[src/jet_pkg.sv]
// Package for the Julia escape-time test block.
// Holds the fixed-point types, constants and the saturation helper; no dependencies.
package jet_pkg;

    localparam int FRAC_BITS = 28;
    localparam int ACC_W     = 40;
    localparam int SQ_W      = 60;

    typedef logic signed [31:0]      coord_t;
    typedef logic signed [ACC_W-1:0] acc_t;
    typedef logic [SQ_W-1:0]         sq_t;

    typedef struct packed {
        logic valid;
        logic trapped;
    } tag_t;

    localparam acc_t SAT_MAX     = {1'b0, {(ACC_W-1){1'b1}}};
    localparam acc_t SAT_MIN     = {1'b1, {(ACC_W-1){1'b0}}};
    localparam acc_t TWO_FIX     = acc_t'(40'sd536870912);
    localparam acc_t NEG_TWO_FIX = acc_t'(-40'sd536870912);
    localparam logic [SQ_W:0] FOUR_Q56 = (SQ_W+1)'(1) << 58;

    function automatic acc_t sat40(input logic signed [ACC_W:0] v);
        acc_t r;
        if (v[ACC_W] != v[ACC_W-1]) begin
            r = v[ACC_W] ? SAT_MIN : SAT_MAX;
        end else begin
            r = v[ACC_W-1:0];
        end
        return r;
    endfunction

endpackage

[src/jet_escape.sv]
// Escape-test stage: range check and squares of the new Z, registered.
// Depends on jet_pkg.
module jet_escape #(
    parameter int CNT_W = 8
) (
    input  logic                 aclk,
    input  logic                 aresetn,
    input  logic                 en,
    input  jet_pkg::tag_t        in_tag,
    input  jet_pkg::acc_t        in_nr,
    input  jet_pkg::acc_t        in_ni,
    input  jet_pkg::coord_t      in_cr,
    input  jet_pkg::coord_t      in_ci,
    input  logic [CNT_W-1:0]     in_cnt,
    output jet_pkg::tag_t        out_tag,
    output logic                 out_big,
    output jet_pkg::sq_t         out_rr,
    output jet_pkg::sq_t         out_ii,
    output jet_pkg::coord_t      out_re,
    output jet_pkg::coord_t      out_im,
    output jet_pkg::coord_t      out_cr,
    output jet_pkg::coord_t      out_ci,
    output logic [CNT_W-1:0]     out_cnt
);

    jet_pkg::tag_t       tag_reg;
    logic                big_reg;
    jet_pkg::sq_t        rr_reg;
    jet_pkg::sq_t        ii_reg;
    jet_pkg::coord_t     re_reg;
    jet_pkg::coord_t     im_reg;
    jet_pkg::coord_t     cr_reg;
    jet_pkg::coord_t     ci_reg;
    logic [CNT_W-1:0]    cnt_reg;

    logic                big_next;
    logic signed [30:0]  re_lo;
    logic signed [30:0]  im_lo;
    logic signed [61:0]  rr_full;
    logic signed [61:0]  ii_full;

    always_comb begin
        big_next = (in_nr > jet_pkg::TWO_FIX) || (in_nr < jet_pkg::NEG_TWO_FIX) ||
                   (in_ni > jet_pkg::TWO_FIX) || (in_ni < jet_pkg::NEG_TWO_FIX);
        re_lo    = in_nr[30:0];
        im_lo    = in_ni[30:0];
        rr_full  = 62'(re_lo) * 62'(re_lo);
        ii_full  = 62'(im_lo) * 62'(im_lo);
    end

    always_ff @(posedge aclk) begin
        if (!aresetn) begin
            tag_reg <= '0;
        end else if (en) begin
            tag_reg <= in_tag;
        end
    end

    always_ff @(posedge aclk) begin
        if (en) begin
            big_reg <= big_next;
            rr_reg  <= rr_full[jet_pkg::SQ_W-1:0];
            ii_reg  <= ii_full[jet_pkg::SQ_W-1:0];
            re_reg  <= in_nr[31:0];
            im_reg  <= in_ni[31:0];
            cr_reg  <= in_cr;
            ci_reg  <= in_ci;
            cnt_reg <= in_cnt;
        end
    end

    assign out_tag = tag_reg;
    assign out_big = big_reg;
    assign out_rr  = rr_reg;
    assign out_ii  = ii_reg;
    assign out_re  = re_reg;
    assign out_im  = im_reg;
    assign out_cr  = cr_reg;
    assign out_ci  = ci_reg;
    assign out_cnt = cnt_reg;

endmodule

[config.mk]
export PLATFORM = sky130hd
export DESIGN_NAME = jet_escape
export DESIGN_NICKNAME = d
export VERILOG_FILES = /design/src/jet_pkg.sv /design/src/jet_escape.sv
export SDC_FILE = /design/constraint.sdc
export NUM_CORES = 2
export LEC_CHECK = 0
export ABC_CLOCK_PERIOD_IN_PS = 10200
export CAP_MARGIN = 20
export CORE_UTILIZATION = 30
export CTS_CLUSTER_DIAMETER = 150
export DETAILED_ROUTE_END_ITERATION = 6
export DONT_BUFFER_PORTS = 1
export PLACE_DENSITY = 0.53
export SLEW_MARGIN = 0
export SYNTH_ARGS = -nofsm -noshare
export SYNTH_HDL_FRONTEND = slang
export SYNTH_SLANG_ARGS = --single-unit
[constraint.sdc]
create_clock -name aclk -period 10.2 [get_ports aclk]
set_clock_uncertainty 0.05 [all_clocks]
set_input_delay 1.02 -clock aclk [delete_from_list [all_inputs] [get_ports aclk]]
set_output_delay 1.02 -clock aclk [all_outputs]
set_load 0.02 [all_outputs]
==> run metrics <==
status=finished, final reports clean; Async S/R FF share, synth=0%; EDFF count, synth=253; initial antenna violation count=6; Final Max Tran Viols=0; Boundary Pins=roughly 420; CTS clk-pin slew, worst paths=around 0.060 ns; Longest Clk Path Bufs=3; Die H=481 um; Max Freq=about 110 MHz; worst min-delay path class=in2reg; H-Tree Depth=2; Max-Cap Viols=0; Crit Path Max Fanout=28; minimum clock period=just over 9 ns; Final ANT Viol Nets=0; crit path DAT=roughly 9.6 ns; GP Congestion=0.899; largest net degree at the start of global routing=256; Critical Path Start Type=primary input; CTS-repair resized insts=0; global route overflow=0; R2R depth=2; Fill cells=23200; final setup margin=0.952 ns; min-delay src=in_nr[31]; post-CTS setup buffers=0; DRT Pass-1 Iters=5; Distinct cells, synth=88; first-pass GRT wire length=300 mm; crit path capture type=flip-flop; period utilization=between 90% and 100%; die width=around 480 um; Initial Utilization=30.2%; Reg2Reg Setup Slack=9.41 ns; Rows=175; area delta synth->final=6.45%; CTS tree=done; WL/cell=19.9 um; total number of yosys warnings=0; I/O Buffers=0; # setup viols final=0; Avg Vias per Cell=4.55; post-synthesis sequential area ratio=11.1%; share of cells above drive strength 1=1.90%; CTS sink cnt=255; dpl hpwl=roughly 150 mm; DP Worst Slack=0.248 ns; number of global-route vias before repair=50700; GRT Total Usage=17.3%; root buf cell=clkbuf_16; Die ar.=231000 um^2; initial DRC count=approximately 2600; Avg Cell Area, Syn=10.1 um^2; # nets final=9004; slew margin rel.=28.0%; Vias=43900; RSZ-0062 raised after global routing=false; crit path capture=out_rr[59]; hold_buf cts=0; DRC violations left=0; Crit path required time=10.50 ns; Main synth FF type=edfxtp_1; crit path launch=in_nr[6]; number of buffers inserted during clock tree synthesis=39; final hold vios=0; clock latency on the worst-skew pair=0.64 ns; Routed WL=193 mm; #FFs+latches synth=255; Syn Inst Count=6779; synthesized area=68800 um^2; area of the multi-input gates=52000 um^2; worst slew pin tran=1.08 ns; register area=7640 um^2; worst r2r src=out_tag[0]; Setup TNS=0 ns; reg2reg end=out_tag[0]; CP Class=in2reg; Core Area=227000 um^2
==> final cells by class <==
type                    instances  share of cell area, %
multi-input cells            4109                   71.1
inverters                    2186                   11.2
flip-flops and latches        255                   10.4
well taps                    3009                   5.14
clock buffers                  42                   1.38
clock inverters                30                  0.520
repair buffers                 20                  0.205
diodes                          4                 0.0137
==> critical path: stages <==
cell	delay [ns]
clkinv_1	0.32
nor2_1	0.33
inv_1	0.10
fa_1	0.54
inv_1	0.05
fa_1	0.51
fa_1	0.52
inv_1	0.05
fa_1	0.48
inv_1	0.05
fa_1	0.48
fa_1	0.51
fa_1	0.49
inv_1	0.05
fa_1	0.47
inv_1	0.04
ha_1	0.42
nand2_1	0.07
o21ai_0	0.77
nor4b_1	0.19
o211ai_1	0.43
a41oi_1	0.34
buf_4	0.26
nand3b_1	0.18
a21bo_2	0.24
a21oi_1	0.27
mux2i_1	0.23
nand4_1	0.10
==> state kept, by name, indices dropped and copies added (netlist names) <==
| register | flops |
|---|---|
| out_cr | 32 |
| out_rr | 59 |
| out_ii | 59 |
| out_ci | 32 |
| out_cnt | 8 |
| out_big | 1 |
| out_im | 31 |
| out_re | 31 |
| out_tag | 2 |
==> worst min path at each step <==
| stage | endpoint | slack [ns] | depth (start not counted) |
|---|---|---|---|
| 2_1_floorplan | out_tag[0] | 0.54 | 2 |
| 3_3_place_gp | out_tag[1] | 0.57 | 2 |
| 3_5_place_dp | out_tag[1] | 0.57 | 2 |
| 4_1_cts | out_im[22] | 0.33 | 0 |
| 5_1_grt | out_im[22] | 0.35 | 0 |
| 6_report | out_re[31] | 0.41 | 0 |
==> synthesized netlist by cell type (6+ instances only) <==
cell type	n	area [um^2]
a211oi_1	11	82.6
a21o_1	50	375
a21oi_1	127	636
a31o_2	6	52.6
a31oi_1	15	93.8
and2_1	305	1910
and3_1	17	106
buf_1	7	26.3
clkbuf_1	212	796
clkinv_1	11	41.3
edfxtp_1	253	7600
fa_1	1844	36900
ha_1	392	4900
inv_1	2171	8150
mux2i_1	7	70.1
nand2_1	649	2440
nand2b_1	31	194
nand3_1	35	175
nand4_1	22	138
nor2_1	182	683
nor2b_1	13	81.3
nor3_1	16	80.1
nor4_1	22	138
o211ai_1	10	75.1
o21a_1	11	82.6
o21ai_0	54	270
o21ai_1	9	45.0
o21bai_1	14	105
or3_1	6	37.5
xnor2_1	121	1060
xor2_1	48	420
==> cells by family after synthesis <==
logic type	after synthesis	synth area share [%]
AOI/OAI and AO/OA	377	3.67
buffers and inverters	2416	13.2
other	1	0.00545
DFF	255	11.1
xor gates and xnor gates	169	2.15
muxes	9	0.135
adders and majority gates	2236	60.8
and+or+nand+nor	1316	8.89
==> stage by stage <==
| stage | utilization [%] | area (um^2) | hold WS [ns] | cells |
|---|---|---|---|---|
| floorplan | - | 68800 | 0.539 | 6780 |
| global placement | 31.6 | 71800 | 0.566 | 9579 |
| detailed placement | 31.6 | 71800 | 0.566 | 9579 |
| CTS | 32.2 | 73200 | 0.331 | 9651 |
| global route | 32.2 | 73200 | 0.351 | 9652 |
| finish | 32.2 | 73200 | 0.413 | 9655 |
==> layout by cell type (no fill, tap or decap), drive strengths merged, types with 31 or more instances in the layout <==
cell       n
a21o      51
ha       392
xor2      48
a21oi    130
fa      1844
inv     2188
xnor2    121
nand3     35
o21ai     66
nand2    649
and2     305
nand2b    31
clkbuf    42
nor2     182
edfxtp   253
==> layer usage <==
| metal | track usage [%] | up-vias | part of all wire [%] |
|---|---|---|---|
| met5 | 0 | - | 0.0067 |
| met4 | 6.77 | 2 | 4.3 |
| met3 | 3.19 | 290 | 6.3 |
| met2 | 29.7 | 1276 | 49 |
| met1 | 21.3 | 23200 | 40 |
| li1 | - | 19100 | - |
Power is left out: the tool's default activity adds up to more than one toggle a clock period on the data nets, which glitch-free logic cannot reach.
